## src/sv/gcm_pkg.sv

```systemverilog
`timescale 1ns / 1ps

package gcm_pkg;

  localparam int DefMaxDenoms  = 6;
  localparam int DefAmountBits = 24;

  localparam int AmountW   = 24;
  localparam int CoinW     = 16;
  localparam int CountW    = 24;
  localparam int LeftW     = 16;
  localparam int DenomCntW = 3;
  localparam int CfgIdxW   = 3;
  localparam int CfgDataW  = 16;

  localparam logic [CfgIdxW-1:0] RegDenomCount = 3'd0;
  localparam logic [CfgIdxW-1:0] RegCoinFirst  = 3'd1;

  typedef logic [3:0] pc_t;

  typedef enum logic [3:0] {
    OP_NOP,
    OP_ACCEPT,
    OP_SORT_EVEN,
    OP_SORT_ODD,
    OP_DIV_INIT,
    OP_DIV_STEP,
    OP_EMIT_COIN,
    OP_SHIFT,
    OP_EMIT_SUM
  } op_e;

  typedef enum logic [2:0] {
    COND_NEVER,
    COND_ALWAYS,
    COND_NO_INPUT,
    COND_CNT_MORE,
    COND_DEN_DONE,
    COND_SKIP,
    COND_OUT_BUSY
  } cond_e;

  typedef struct packed {
    op_e   op;
    cond_e cond;
    pc_t   target;
  } ucode_t;

  typedef struct packed {
    op_e  op;
    logic in_rdy;
  } ctl_t;

  typedef struct packed {
    logic cnt_more;
    logic den_done;
    logic skip;
    logic out_busy;
  } stat_t;

  localparam pc_t StepWait     = 4'd0;
  localparam pc_t StepSortEven = 4'd1;
  localparam pc_t StepSortOdd  = 4'd2;
  localparam pc_t StepTest     = 4'd3;
  localparam pc_t StepDivInit  = 4'd4;
  localparam pc_t StepDivStep  = 4'd5;
  localparam pc_t StepCoin     = 4'd6;
  localparam pc_t StepShift    = 4'd7;
  localparam pc_t StepSum      = 4'd8;
  localparam pc_t StepDone     = 4'd9;

endpackage

```

## src/sv/gcm_seq.sv

```systemverilog
`timescale 1ns / 1ps

module gcm_seq import gcm_pkg::*; (
  input  logic  clk_i,
  input  logic  rst_ni,
  input  logic  in_valid_i,
  input  stat_t stat_i,
  output ctl_t  ctl_o
);

  pc_t    pc_q, pc_d;
  ucode_t word;
  logic   take;
  logic   hold;

  always_comb begin
    unique case (pc_q)
      StepWait:     word = '{op: OP_ACCEPT,    cond: COND_NO_INPUT, target: StepWait};
      StepSortEven: word = '{op: OP_SORT_EVEN, cond: COND_NEVER,    target: StepWait};
      StepSortOdd:  word = '{op: OP_SORT_ODD,  cond: COND_CNT_MORE, target: StepSortEven};
      StepTest:     word = '{op: OP_NOP,       cond: COND_DEN_DONE, target: StepSum};
      StepDivInit:  word = '{op: OP_DIV_INIT,  cond: COND_SKIP,     target: StepShift};
      StepDivStep:  word = '{op: OP_DIV_STEP,  cond: COND_CNT_MORE, target: StepDivStep};
      StepCoin:     word = '{op: OP_EMIT_COIN, cond: COND_OUT_BUSY, target: StepCoin};
      StepShift:    word = '{op: OP_SHIFT,     cond: COND_ALWAYS,   target: StepTest};
      StepSum:      word = '{op: OP_EMIT_SUM,  cond: COND_OUT_BUSY, target: StepSum};
      StepDone:     word = '{op: OP_NOP,       cond: COND_ALWAYS,   target: StepWait};
      default:      word = '{op: OP_NOP,       cond: COND_ALWAYS,   target: StepWait};
    endcase
  end

  always_comb begin
    unique case (word.cond)
      COND_NEVER:    take = 1'b0;
      COND_ALWAYS:   take = 1'b1;
      COND_NO_INPUT: take = !in_valid_i;
      COND_CNT_MORE: take = stat_i.cnt_more;
      COND_DEN_DONE: take = stat_i.den_done;
      COND_SKIP:     take = stat_i.skip;
      COND_OUT_BUSY: take = stat_i.out_busy;
      default:       take = 1'b0;
    endcase
  end

  // A step that waits on a handshake does nothing until the transfer can happen.
  assign hold = take && (word.cond == COND_NO_INPUT || word.cond == COND_OUT_BUSY);
  assign pc_d = take ? word.target : pc_q + 4'd1;

  assign ctl_o.op     = hold ? OP_NOP : word.op;
  assign ctl_o.in_rdy = (word.op == OP_ACCEPT);

  always_ff @(posedge clk_i or negedge rst_ni) begin
    if (!rst_ni) begin
      pc_q <= StepWait;
    end else begin
      pc_q <= pc_d;
    end
  end

endmodule

```

## src/sv/gcm_div.sv

```systemverilog
`timescale 1ns / 1ps

module gcm_div import gcm_pkg::*; #(
  parameter int RemW = DefAmountBits
) (
  input  logic             clk_i,
  input  logic             init_i,
  input  logic             step_i,
  input  logic [RemW-1:0]  dividend_i,
  input  logic [CoinW-1:0] divisor_i,
  output logic [RemW-1:0]  quot_o,
  output logic [CoinW-1:0] rem_o
);

  logic [CoinW-1:0] p_q, p_d;
  logic [RemW-1:0]  dq_q, dq_d;
  logic [CoinW:0]   trial;
  logic [CoinW:0]   diff;
  logic             ge;

  assign trial = {p_q, dq_q[RemW-1]};
  assign diff  = trial - {1'b0, divisor_i};
  assign ge    = trial >= {1'b0, divisor_i};

  always_comb begin
    p_d  = p_q;
    dq_d = dq_q;
    if (init_i) begin
      p_d  = '0;
      dq_d = dividend_i;
    end else if (step_i) begin
      p_d  = ge ? diff[CoinW-1:0] : trial[CoinW-1:0];
      dq_d = {dq_q[RemW-2:0], ge};
    end
  end

  always_ff @(posedge clk_i) begin
    p_q  <= p_d;
    dq_q <= dq_d;
  end

  assign quot_o = dq_q;
  assign rem_o  = p_q;

endmodule

```

## src/sv/gcm_datapath.sv

```systemverilog
`timescale 1ns / 1ps

module gcm_datapath import gcm_pkg::*; #(
  parameter int MaxDenoms = DefMaxDenoms,
  parameter int RemW      = DefAmountBits
) (
  input  logic                clk_i,
  input  logic                rst_ni,
  input  logic                cfg_we_i,
  input  logic [CfgIdxW-1:0]  cfg_idx_i,
  input  logic [CfgDataW-1:0] cfg_wdata_i,
  input  logic [AmountW-1:0]  amount_i,
  input  ctl_t                ctl_i,
  output stat_t               stat_o,
  input  logic                out_stall_i,
  output logic                out_valid_o,
  output logic                item_kind_o,
  output logic [CoinW-1:0]    coin_value_o,
  output logic [CountW-1:0]   coin_count_o,
  output logic [LeftW-1:0]    leftover_o,
  output logic                payable_o,
  output logic                last_item_o
);

  localparam int CntW      = $clog2(RemW + 1);
  localparam int DenW      = $clog2(MaxDenoms + 1);
  localparam int SortIters = (MaxDenoms + 1) / 2;
  localparam int CmpW      = (RemW > CoinW) ? RemW : CoinW;

  logic [DenomCntW-1:0] denom_count_q;
  logic [CoinW-1:0]     coin_q [MaxDenoms];
  logic [CoinW-1:0]     w_q    [MaxDenoms];
  logic [CoinW-1:0]     w_d    [MaxDenoms];
  logic [CoinW-1:0]     w_even [MaxDenoms];
  logic [CoinW-1:0]     w_odd  [MaxDenoms];
  logic [RemW-1:0]      rem_q, rem_d;
  logic [CntW-1:0]      cnt_q, cnt_d;
  logic [DenW-1:0]      den_q, den_d;
  logic                 out_valid_q, out_valid_d;
  logic                 emit;
  logic                 out_busy;
  logic [RemW-1:0]      quot;
  logic [CoinW-1:0]     div_rem;
  logic [CmpW-1:0]      rem_ext;
  logic [LeftW-1:0]     left_sat;

  always_ff @(posedge clk_i or negedge rst_ni) begin
    if (!rst_ni) begin
      denom_count_q <= DenomCntW'(1);
      for (int i = 0; i < MaxDenoms; i++) begin
        coin_q[i] <= CoinW'(1);
      end
    end else if (cfg_we_i) begin
      if (cfg_idx_i == RegDenomCount) begin
        denom_count_q <= cfg_wdata_i[DenomCntW-1:0];
      end
      for (int i = 0; i < MaxDenoms; i++) begin
        if (cfg_idx_i == RegCoinFirst + CfgIdxW'(i)) begin
          coin_q[i] <= cfg_wdata_i;
        end
      end
    end
  end

  always_comb begin
    w_even = w_q;
    for (int k = 0; k + 1 < MaxDenoms; k += 2) begin
      if (w_q[k] < w_q[k+1]) begin
        w_even[k]   = w_q[k+1];
        w_even[k+1] = w_q[k];
      end
    end
    w_odd = w_q;
    for (int k = 1; k + 1 < MaxDenoms; k += 2) begin
      if (w_q[k] < w_q[k+1]) begin
        w_odd[k]   = w_q[k+1];
        w_odd[k+1] = w_q[k];
      end
    end
  end

  always_comb begin
    w_d   = w_q;
    rem_d = rem_q;
    cnt_d = cnt_q;
    den_d = den_q;
    case (ctl_i.op)
      OP_ACCEPT: begin
        for (int i = 0; i < MaxDenoms; i++) begin
          w_d[i] = (DenomCntW'(i) < denom_count_q) ? coin_q[i] : '0;
        end
        rem_d = amount_i[RemW-1:0];
        cnt_d = CntW'(SortIters);
        den_d = DenW'(MaxDenoms);
      end
      OP_SORT_EVEN: w_d = w_even;
      OP_SORT_ODD: begin
        w_d   = w_odd;
        cnt_d = cnt_q - CntW'(1);
      end
      OP_DIV_INIT: cnt_d = CntW'(RemW);
      OP_DIV_STEP: cnt_d = cnt_q - CntW'(1);
      OP_EMIT_COIN: rem_d = RemW'(div_rem);
      OP_SHIFT: begin
        for (int i = 0; i + 1 < MaxDenoms; i++) begin
          w_d[i] = w_q[i+1];
        end
        w_d[MaxDenoms-1] = '0;
        den_d = den_q - DenW'(1);
      end
      default: ;
    endcase
  end

  always_ff @(posedge clk_i) begin
    w_q   <= w_d;
    rem_q <= rem_d;
    cnt_q <= cnt_d;
    den_q <= den_d;
  end

  gcm_div #(
    .RemW(RemW)
  ) u_div (
    .clk_i      (clk_i),
    .init_i     (ctl_i.op == OP_DIV_INIT),
    .step_i     (ctl_i.op == OP_DIV_STEP),
    .dividend_i (rem_q),
    .divisor_i  (w_q[0]),
    .quot_o     (quot),
    .rem_o      (div_rem)
  );

  assign rem_ext  = CmpW'(rem_q);
  assign left_sat = (rem_ext > CmpW'({LeftW{1'b1}})) ? {LeftW{1'b1}} : rem_ext[LeftW-1:0];

  assign out_busy    = out_valid_q && out_stall_i;
  assign emit        = (ctl_i.op == OP_EMIT_COIN) || (ctl_i.op == OP_EMIT_SUM);
  assign out_valid_d = emit || out_busy;

  always_ff @(posedge clk_i or negedge rst_ni) begin
    if (!rst_ni) begin
      out_valid_q <= 1'b0;
    end else begin
      out_valid_q <= out_valid_d;
    end
  end

  always_ff @(posedge clk_i) begin
    if (ctl_i.op == OP_EMIT_COIN) begin
      item_kind_o  <= 1'b0;
      coin_value_o <= w_q[0];
      coin_count_o <= CountW'(quot);
      leftover_o   <= '0;
      payable_o    <= 1'b0;
      last_item_o  <= 1'b0;
    end else if (ctl_i.op == OP_EMIT_SUM) begin
      item_kind_o  <= 1'b1;
      coin_value_o <= '0;
      coin_count_o <= '0;
      leftover_o   <= left_sat;
      payable_o    <= (rem_q == '0);
      last_item_o  <= 1'b1;
    end
  end

  assign out_valid_o     = out_valid_q;
  assign stat_o.cnt_more = (cnt_q != CntW'(1));
  assign stat_o.den_done = (den_q == '0);
  assign stat_o.skip     = (w_q[0] == '0) || (CmpW'(w_q[0]) > rem_ext);
  assign stat_o.out_busy = out_busy;

`ifndef NO_ASSERTIONS
  a_div_nonzero: assert property (@(posedge clk_i) disable iff (!rst_ni)
    ctl_i.op == OP_DIV_STEP |-> w_q[0] != '0)
    else $error("Division step runs with a zero divisor.");

  a_rem_below_divisor: assert property (@(posedge clk_i) disable iff (!rst_ni)
    ctl_i.op == OP_EMIT_COIN |-> div_rem < w_q[0])
    else $error("Remainder is not below the denomination on a coin line.");

  a_emit_sets_valid: assert property (@(posedge clk_i) disable iff (!rst_ni)
    emit |=> out_valid_q)
    else $error("Emitted result is not presented.");

  a_den_range: assert property (@(posedge clk_i) disable iff (!rst_ni)
    ctl_i.op == OP_SHIFT |-> den_q != '0)
    else $error("Denomination counter underflows.");
`endif

endmodule

```

## src/sv/greedy_change_maker_unit.sv

```systemverilog
`timescale 1ns / 1ps

// Greedy coin change. Each amount transferred on the input channel is paid out
// from up to MAX_DENOMS configured denominations, largest first. Every usable
// denomination produces one coin line with its coin count, and a summary item
// with last_item_o set closes the sequence for that amount.
// The configuration port is to be written only while the block is idle; the
// block itself does not enforce this. Index 0 is the denomination count,
// indexes 1 to 6 are the denomination values. A microcoded sequencer drives
// a sort network and a restoring divider that produces one quotient bit per
// cycle. An amount is loaded and sorted, then each denomination is either
// skipped or divided over W quotient bits (W is AMOUNT_BITS, at most 24),
// and the summary follows. One amount is processed at a time; the next is
// accepted after the summary is loaded into the output register.
// Reset returns the sequencer to its wait step, empties the output register
// and sets the count and all denominations to 1. When the receiver stalls,
// the pending result holds and the sequencer waits at its next emit step.
module greedy_change_maker_unit import gcm_pkg::*; #(
  parameter int MAX_DENOMS  = DefMaxDenoms,
  parameter int AMOUNT_BITS = DefAmountBits
) (
  input  logic                clk_i,
  input  logic                rst_ni,
  input  logic                cfg_we_i,
  input  logic [CfgIdxW-1:0]  cfg_idx_i,
  input  logic [CfgDataW-1:0] cfg_wdata_i,
  input  logic                in_valid_i,
  output logic                in_stall_o,
  input  logic [AmountW-1:0]  amount_i,
  output logic                out_valid_o,
  input  logic                out_stall_i,
  output logic                item_kind_o,
  output logic [CoinW-1:0]    coin_value_o,
  output logic [CountW-1:0]   coin_count_o,
  output logic [LeftW-1:0]    leftover_o,
  output logic                payable_o,
  output logic                last_item_o
);

  localparam int RemW = (AMOUNT_BITS < AmountW) ? AMOUNT_BITS : AmountW;

  ctl_t  ctl;
  stat_t stat;

  gcm_seq u_seq (
    .clk_i      (clk_i),
    .rst_ni     (rst_ni),
    .in_valid_i (in_valid_i),
    .stat_i     (stat),
    .ctl_o      (ctl)
  );

  gcm_datapath #(
    .MaxDenoms (MAX_DENOMS),
    .RemW      (RemW)
  ) u_datapath (
    .clk_i        (clk_i),
    .rst_ni       (rst_ni),
    .cfg_we_i     (cfg_we_i),
    .cfg_idx_i    (cfg_idx_i),
    .cfg_wdata_i  (cfg_wdata_i),
    .amount_i     (amount_i),
    .ctl_i        (ctl),
    .stat_o       (stat),
    .out_stall_i  (out_stall_i),
    .out_valid_o  (out_valid_o),
    .item_kind_o  (item_kind_o),
    .coin_value_o (coin_value_o),
    .coin_count_o (coin_count_o),
    .leftover_o   (leftover_o),
    .payable_o    (payable_o),
    .last_item_o  (last_item_o)
  );

  assign in_stall_o = !ctl.in_rdy;

endmodule

```

## config.mk

```make
export PLATFORM = sky130hd
export DESIGN_NAME = greedy_change_maker_unit
export DESIGN_NICKNAME = d
export VERILOG_FILES = /design/src/sv/gcm_pkg.sv /design/src/sv/gcm_seq.sv /design/src/sv/gcm_div.sv /design/src/sv/gcm_datapath.sv /design/src/sv/greedy_change_maker_unit.sv
export SDC_FILE = /design/constraint.sdc
export NUM_CORES = 1
export LEC_CHECK = 0
export BUFFER_PORTS_ARGS = -buffer_cell sky130_fd_sc_hd__buf_2
export CAP_MARGIN = 20
export CELL_PAD_IN_SITES_DETAIL_PLACEMENT = 1
export CELL_PAD_IN_SITES_GLOBAL_PLACEMENT = 1
export CORE_MARGIN = 3
export CORE_UTILIZATION = 45
export CTS_CLUSTER_SIZE = 24
export DETAILED_ROUTE_END_ITERATION = 16
export GPL_ROUTABILITY_DRIVEN = 0
export PLACE_DENSITY_LB_ADDON = 0.1
export SETUP_SLACK_MARGIN = 0.4
export SLEW_MARGIN = 20
export SYNTH_ARGS = -nofsm -noshare
export SYNTH_HDL_FRONTEND = slang
export SYNTH_SLANG_ARGS = --single-unit
```

## constraint.sdc

```tcl
create_clock -name clk_i -period 5.3 [get_ports clk_i]
set_input_delay 0.795 -clock clk_i [delete_from_list [all_inputs] [get_ports clk_i]]
set_output_delay 0.795 -clock clk_i [all_outputs]
set_load 0.02 [all_outputs]
```

==> impl_metrics.ini, run 1 <==
[finish]
nNetsFinal = 1745
fin_cells = 2110
area.growth.synth_to_final_pct = 14.3
drive_above_1_share_pct = 22.0
antenna_cells = 0

[routing]
drt_wl_total_um = 50500
via_per_inst = 5.82
drc = 0
ant_nets = 0
wl_per_cell_um = 24.0
dr.pass1.iters = 5
vias = 12300
drtIter0Drc = 784

[timing]
setup_viol = 0
fin_crit_sh_pct = 84.5
worst_slack_ps = 821
slew_headroom_pct = 30.2
fin_tns_setup_ps = 0
hold_viol_final = 0
rsz0062_at_grt = no
period_minus_slack_ps = 4480
drv_slew = 0
fin_worst_skew_ps = 11.9
clock.fmax_mhz = 223
worst_slew_pin_slew_ps = 1050

[clock_network]
clk_pin_slew_ps = 60
postCtsHoldBufs = 0
postCtsSetupRepairBufs = 0
cts_made_buffers = 38
clk_latency_ps = 550
root_buffer = clkbuf_16
cts_resized = 0
htree_levels = 2
tritoncts = built
clock-sinks = 330
clk_path_buf_depth = 3

[floorplanning]
dieArea_um2 = 40500
die_h_um = 201
die_w_um = 201
ios = 109
fp-row-count = 70
fp.coreArea_um2 = 37100
initial_core_util_pct = 46.2

[run_status]
outcome = complete, no violations

[global_route]
grt_pass1_wl_um = 79000
gr-total-overflow = 0
antenna_found_initial = 0
grt_use_total_pct = 24.9
grt_pass1_vias = 13000
grt_max_degree = 68

[synth]
netlist.area_leader.share_pct = 33.6
yosys-top-cells-area = edfxtp_1, dfrtp_1, ha_1, mux2_2, dfxtp_1
synth_cell_type_count = 74
synth_edf_count = 192
synth-warning-count = 0
synth-seq-cells = 330
syn_nets = 1629
synth_top_area_cell = edfxtp_1
syn-instance-count = 1461
synthArstFlopShare_pct = 31.5
syn_avg_cell_area_um2 = 11.8
synth-main-ff-cell = edfxtp_1
yosys-top-cells-count = edfxtp_1, nor2_1, inv_1
ys_seq_area_share_pct = 52.7
yosysMostFrequentCell = edfxtp_1
mappedNetlistArea_um2 = 17200

[place]
dp_hpwl_um = 37200
pre_cts_slack_ps = 948
dp.cells = 2038
portBuffers = 108

[worst_setup_path]
worst-endpoint-required_ps = 5590
path_class = register to register
worstSetupStartpointType = register
arrival_ps = 4770
critPathMaxFanout = 24
critPathCaptureType = register

[flow_run]
drv_cap = 0

[min_path]
hp-class = input port to async pin
==> path summary, 6_finish.rpt <==
path,start,to,slack (ps),depth (start not counted)
max in group asynchronous,rst_ni,u_datapath.coin_q[29],3760,2
max reg2reg,u_seq.pc_q[2],u_datapath.rem_ext[4],820,11
min,rst_ni,u_datapath.coin_q[17],380,1
min reg2reg,u_datapath.payable_o,u_datapath.payable_o,500,2
min in group clk_i,u_datapath.payable_o,u_datapath.payable_o,500,2
max,u_seq.pc_q[2],u_datapath.rem_ext[4],820,11
==> cell usage in the layout, fill, tap and decap left out, types with 12 or more instances in the layout <==
cell,Yosys,final
inv_1,124,124
buf_4,5,31
buf_2,15,107
mux2_2,115,115
clkbuf_16,0,39
nor4_1,16,16
dfrtp_1,97,97
edfxtp_1,192,192
a221o_1,64,64
mux2i_1,29,29
a21o_1,24,24
a211oi_1,29,28
nand3_1,25,25
and2_1,37,37
clkbuf_1,42,13
nand2_1,49,49
ha_1,119,119
a22o_1,18,18
nor2_1,145,145
o21ai_0,63,61
nor3_1,13,12
a21oi_1,42,41
nand2b_1,12,12
o31ai_1,12,12
dfxtp_1,34,34
==> flip-flops by register name, summed over array words and instances (netlist names), 5 cells and up <==
name,count
u_datapath.cnt_q,5
u_datapath.coin_count_o,24
u_datapath.coin_q,96
u_datapath.coin_value_o,16
u_datapath.leftover_o,16
u_datapath.rem_ext,24
u_datapath.u_div.quot_o,24
u_datapath.u_div.rem_o,16
u_datapath.w_odd,32
u_datapath.w_q,64
==> critical path, stage by stage (launching register included) <==
cell and delay, ps:
dfrtp_1 700, clkinv_1 390, ha_1 330, nor3_1 180, a21oi_1 130, nand2b_1 240, o21bai_1 220, o211ai_4 160
and2_1 660, or4_4 420, buf_4 390, mux2_2 380
==> kinds of logic (layout without fill, tap and decap cells) <==
family          count (synthesis)  after routing  synth area share, %
flops                         330            330                 52.7
fa+ha+maj                     120            120                 8.79
simple gates                  342            342                 9.66
buf+inv                       191            336                 4.48
mux                           154            154                 10.1
compound gates                307            307                 13.3
xor+xnor                       17             17                0.867
==> metal layers <==
layer / wire length (um) / GRT usage (%)
met5: 0 / 0
met4: 865 / 5.81
met3: 2420 / 4.00
met2: 23700 / 40.6
met1: 23600 / 35.1
==> cell type report <==
type                       count  area [um2]
clock buffer                  56        1080
clock inverter                13         169
fill                        3933       17500
inverter                     126         473
multi-input combinational    940        7420
sequential                   330        9060
tap                          504         631
timing repair buffer         141         802
==> through the flow <==
step | utilization, % | hold WS (ps) | area [um2]
final | 52.9 | 379 | 19600
after global placement | 49.4 | 482 | 18300
after CTS | 52.8 | 428 | 19600
after global routing | 52.9 | 445 | 19600
after detailed placement | 49.4 | 486 | 18300
after floorplan | - | 447 | 17200
Power of run 1 is left out: the tool's default activity adds up to more than one toggle a clock period on the data nets, which glitch-free logic cannot reach.
==> run 2: changes to the inputs <==
- clock period: 5.3 -> 3.8 ns (I/O delays scaled with it)
==> impl_metrics.ini, run 2 (synthesized netlist as in run 1, its figures left out) <==
[global_route]
grt_pass1_vias = 13200
grt_pass1_wl_um = 82400
grt_use_total_pct = 26.2
gr-total-overflow = 0
grt_max_degree = 56
antenna_found_initial = 1

[worst_setup_path]
crit_slowest_cell = a2111o_2
critPathMaxFanout = 8
cpPeakStageDelay_ps = 530
ff2ff_setup_slack_ps = 250
worst-endpoint-required_ps = 4060
critPathCaptureType = register
crit_family = compound AO/OA/AOI/OAI gates
reg2reg_to = u_datapath.w_odd[14]
endpoint = u_datapath.w_odd[14]
worstSetupStartpointType = register
cp_num_buf_inv = 4
worstPathCellList = ha_4 > nand4_1 > nor2_1 > a2111o_1 > a211oi_4 > o211ai_4 > buf_6 > a2111o_2 > buf_4 > buf_12 > o2bb2ai_4 > buf_12
arrival_ps = 3810
r2r-start = u_datapath.w_odd[92]
crit_top_cell = buf_12
reg2reg_depth = 12
crit_path_start = u_datapath.w_odd[92]
path_class = register to register
path_depth = 12

[clock_network]
clk_path_buf_depth = 3
root_buffer = clkbuf_16
cts_made_buffers = 38
clk_latency_ps = 560
postCtsHoldBufs = 0
htree_levels = 2
tritoncts = built
clk_pin_slew_ps = 60
clock-sinks = 330

[routing]
drt_wl_total_um = 55300
drtIter0Drc = 933
drc = 0
ant_nets = 0
wl_per_cell_um = 25.2
dr.pass1.iters = 5
via_per_inst = 5.93
vias = 13000

[timing]
clock.fmax_mhz = 282
hold_slack_ps = 61.4
fin_worst_skew_ps = 16.3
rsz0062_at_grt = yes
drv_slew = 0
worst_slew_pin_slew_ps = 931
setup_viol = 0
fin_crit_sh_pct = 93.4
fin_tns_setup_ps = 0
period_minus_slack_ps = 3550
slew_headroom_pct = 37.7
hold_viol_final = 0

[floorplanning]
fp-row-count = 70
die_w_um = 201
fp.coreArea_um2 = 37100
dieArea_um2 = 40500
die_h_um = 201
ios = 109
initial_core_util_pct = 46.2

[place]
dp.cells = 2054
portBuffers = 108
postPlaceCellArea_um2 = 18600
dp_hpwl_um = 37900

[finish]
nNetsFinal = 1830
top_register = u_datapath.coin_q
multiInputGateArea_um2 = 7860
regArea_um2 = 9060
stdcell_area_um2 = 21200
nFillCells = 3817
largest_reg_flops = 96
final_cell_mix = edfxtp_1, inv_1, nor2_1, mux2_2, ha_1
antenna_cells = 0
area.growth.synth_to_final_pct = 23.5
fin_cells = 2196
layout_commonest_cell = edfxtp_1
drive_above_1_share_pct = 30.3

[min_path]
hp-class = input port to async pin

[flow_run]
drv_cap = 0

[run_status]
outcome = complete, no violations
## run 2: cell count changes in the layout (fill, tap and decap cells not counted), moves of 8 or more
cell / delta
buf_6: +12
nor2_2: +23
inv_1: -9
buf_12: +19
buf_16: +8
buf_4: +32
inv_2: +9
nor2_1: -31
nor2_4: +8
## run 2: worst register-to-register path: stages (launching register included)
cell and delay (ps):
edfxtp_1 470, ha_4 280, nand4_1 200, nor2_1 80
a2111o_1 460, a211oi_4 310, o211ai_4 110, buf_6 140
a2111o_2 530, buf_4 170, buf_12 120, o2bb2ai_4 210
buf_12 170
## run 2: area by class of cell
cell class / instances / area share, %
sequential: 330 / 42.7
multi-input combinational: 944 / 37.1
timing repair buffer: 222 / 9.32
clock buffer: 64 / 5.39
tap: 504 / 2.97
inverter: 126 / 2.24
clock inverter: 6 / 0.260
## run 2: timing repair
item	4_1_cts	5_1_grt
gates resized for setup	57	91
setup endpoints to repair	254	381
cloned	12	6
setup buffers	27	26
pin swaps	14	18
hold endpoints to repair	0	0
## run 2: per-layer routing
metal / up-vias / part of all wire [%] / wire length, um / GRT usage [%]
li1: 5824 / - / - / -
met1: 6734 / 46 / 25300 / 38.2
met2: 382 / 46 / 25300 / 40.6
met3: 87 / 6.5 / 3580 / 5.06
met4: 0 / 2.0 / 1110 / 6.53
met5: - / 0 / 0 / 0
## run 2: stage by stage
| stage | util (%) | setup WS (ps) |
|---|---|---|
| floorplan | - | 295 |
| global placement | 50.1 | 327 |
| detailed placement | 50.1 | 208 |
| CTS | 55.4 | 235 |
| global route | 57.1 | 151 |
| finish | 57.1 | 251 |
## run 2: worst min path at each step
stage / depth (start not counted) / slack, ps / to / startpoint
2_1_floorplan: 0 / 270 / u_datapath.coin_q[10] / rst_ni
5_1_grt: 1 / 120 / u_datapath.coin_q[2] / rst_ni
3_5_place_dp: 1 / 500 / u_datapath.coin_q[84] / u_datapath.coin_q[84]
3_3_place_gp: 2 / 470 / u_datapath.item_kind_o / u_datapath.item_kind_o
4_1_cts: 1 / 70 / u_datapath.coin_q[2] / rst_ni
6_report: 1 / 60 / u_datapath.coin_q[2] / rst_ni
Power of run 2 is left out for the same reason.
==> run 3: changes to the inputs <==
- CORE_ASPECT_RATIO: default -> 0.5
==> impl_metrics.ini, run 3 (synthesized netlist as in run 1, its figures left out) <==
[routing]
ant_nets = 0
drc = 0
vias = 12500
drt_wl_total_um = 49600
via_per_inst = 5.89
wl_per_cell_um = 23.4
drtIter0Drc = 1105
dr.pass1.iters = 5

[timing]
rsz0062_at_grt = yes
setup_viol = 0
fin_tns_setup_ps = 0
worst_slew_pin_slew_ps = 1000
fin_worst_skew_ps = 23.7
clock.fmax_mhz = 296
period_minus_slack_ps = 3380
drv_slew = 0
fin_crit_sh_pct = 88.8
slew_headroom_pct = 32.7
hold_viol_final = 0

[global_route]
grt_pass1_vias = 13000
grt_max_degree = 57
gr-total-overflow = 0
grt_pass1_wl_um = 75500
grt_use_total_pct = 24.1
antenna_found_initial = 0

[floorplanning]
dieArea_um2 = 40700
fp-row-count = 49
die_w_um = 282
ios = 109
die_h_um = 144
initial_core_util_pct = 46.7
fp.coreArea_um2 = 36800

[clock_network]
htree_levels = 2
cts_made_buffers = 34
clock-sinks = 330
clk_pin_slew_ps = 60
clk_latency_ps = 530
tritoncts = built
clk_path_buf_depth = 3
root_buffer = clkbuf_16

[worst_setup_path]
worst-endpoint-required_ps = 4060
critPathMaxFanout = 25
crit_slowest_cell = or4_4
critPathCaptureType = register
path_class = register to register
cpPeakStageDelay_ps = 500
worstPathCellList = inv_2 > ha_4 > a211oi_2 > nor2_1 > a2111o_1 > a211oi_4 > o211ai_4 > and2_4 > or4_4 > buf_12 > mux2_4
worstSetupStartpointType = register
arrival_ps = 3640

[finish]
area.growth.synth_to_final_pct = 17.7
final_cell_mix = edfxtp_1, nor2_1, mux2_2
layout_commonest_cell = edfxtp_1
nNetsFinal = 1784
antenna_cells = 0
regArea_um2 = 9060
largest_reg_flops = 96
nFillCells = 3863
drive_above_1_share_pct = 26.4
top_register = u_datapath.coin_q
multiInputGateArea_um2 = 7630

[flow_run]
drv_cap = 0

[place]
portBuffers = 108
dp_hpwl_um = 36600

[run_status]
outcome = complete, no violations

[min_path]
hp-class = input port to async pin
## run 3: changes by cell type in the layout (fill, tap and decap cells not counted), sizes merged
cell / previous run / this run
a22o: 19 / 18
buf: 217 / 181
bufinv: 1 / 4
clkbuf: 68 / 52
clkinv: 5 / 6
clkinvlp: 1 / 0
inv: 125 / 127
o21ai: 67 / 64
## run 3: critical path, delay by kind of cell, from the launching register on
kind	cells	cell delay, ps
fa+ha+maj	1	210
mux	1	300
simple gates	3	800
buf+inv	2	320
flops	1	420
compound gates	4	1050
## run 3: layout make-up
type                    count  share of cell area, %
multi-input cells         940                   37.8
clock inverters            11                  0.792
clock buffers              50                   4.89
flip-flops and latches    330                   44.8
repair buffers            184                   6.40
inverters                 126                   2.34
well taps                 484                   3.00
## run 3: final timing paths
kind / start / to / slack (ps) / cells after the start
worst max-delay path: u_datapath.rem_ext[13] / u_datapath.rem_ext[15] / 420 / 11
worst min-delay path: rst_ni / u_datapath.coin_q[19] / 100 / 1
max in group asynchronous: rst_ni / u_datapath.coin_q[80] / 2910 / 2
min in group clk_i: amount_i[17] / u_datapath.rem_ext[17] / 330 / 2
worst max register to register: u_datapath.rem_ext[13] / u_datapath.rem_ext[15] / 420 / 11
worst min register to register: u_datapath.u_div.rem_o[15] / u_datapath.u_div.rem_o[15] / 480 / 2
## run 3: per-layer routing
layer	part of all wire, %	up-vias	global-route usage (%)	wire length [um]
met5	0	-	0	0
met2	46	307	39.2	22600
met3	5.7	60	4.48	2840
met1	47	6427	34.1	23300
met4	1.7	0	5.00	831
li1	-	5715	-	-
## run 3: through the flow
stage | instance area, um2 | worst slack, ps | hold slack [ps] | utilization (%) | std cells
final | 20200 | 424 | 102 | 54.9 | 2125
after global routing | 20200 | 338 | 154 | 54.9 | 2125
after CTS | 19800 | 400 | 134 | 53.9 | 2097
after detailed placement | 18600 | 219 | 474 | 50.5 | 2028
after global placement | 18600 | 312 | 460 | 50.5 | 2028
after floorplan | 17300 | 295 | 274 | - | 1461
## run 3: what timing repair did
action                                  in CTS  in global routing
buffers inserted                             7                 24
pin swaps                                    0                 13
resized for setup                           13                 36
endpoints found under the setup margin     206                294
hold buffers                                 0                  0
gates cloned                                 1                  3
Power of run 3 is left out for the same reason.
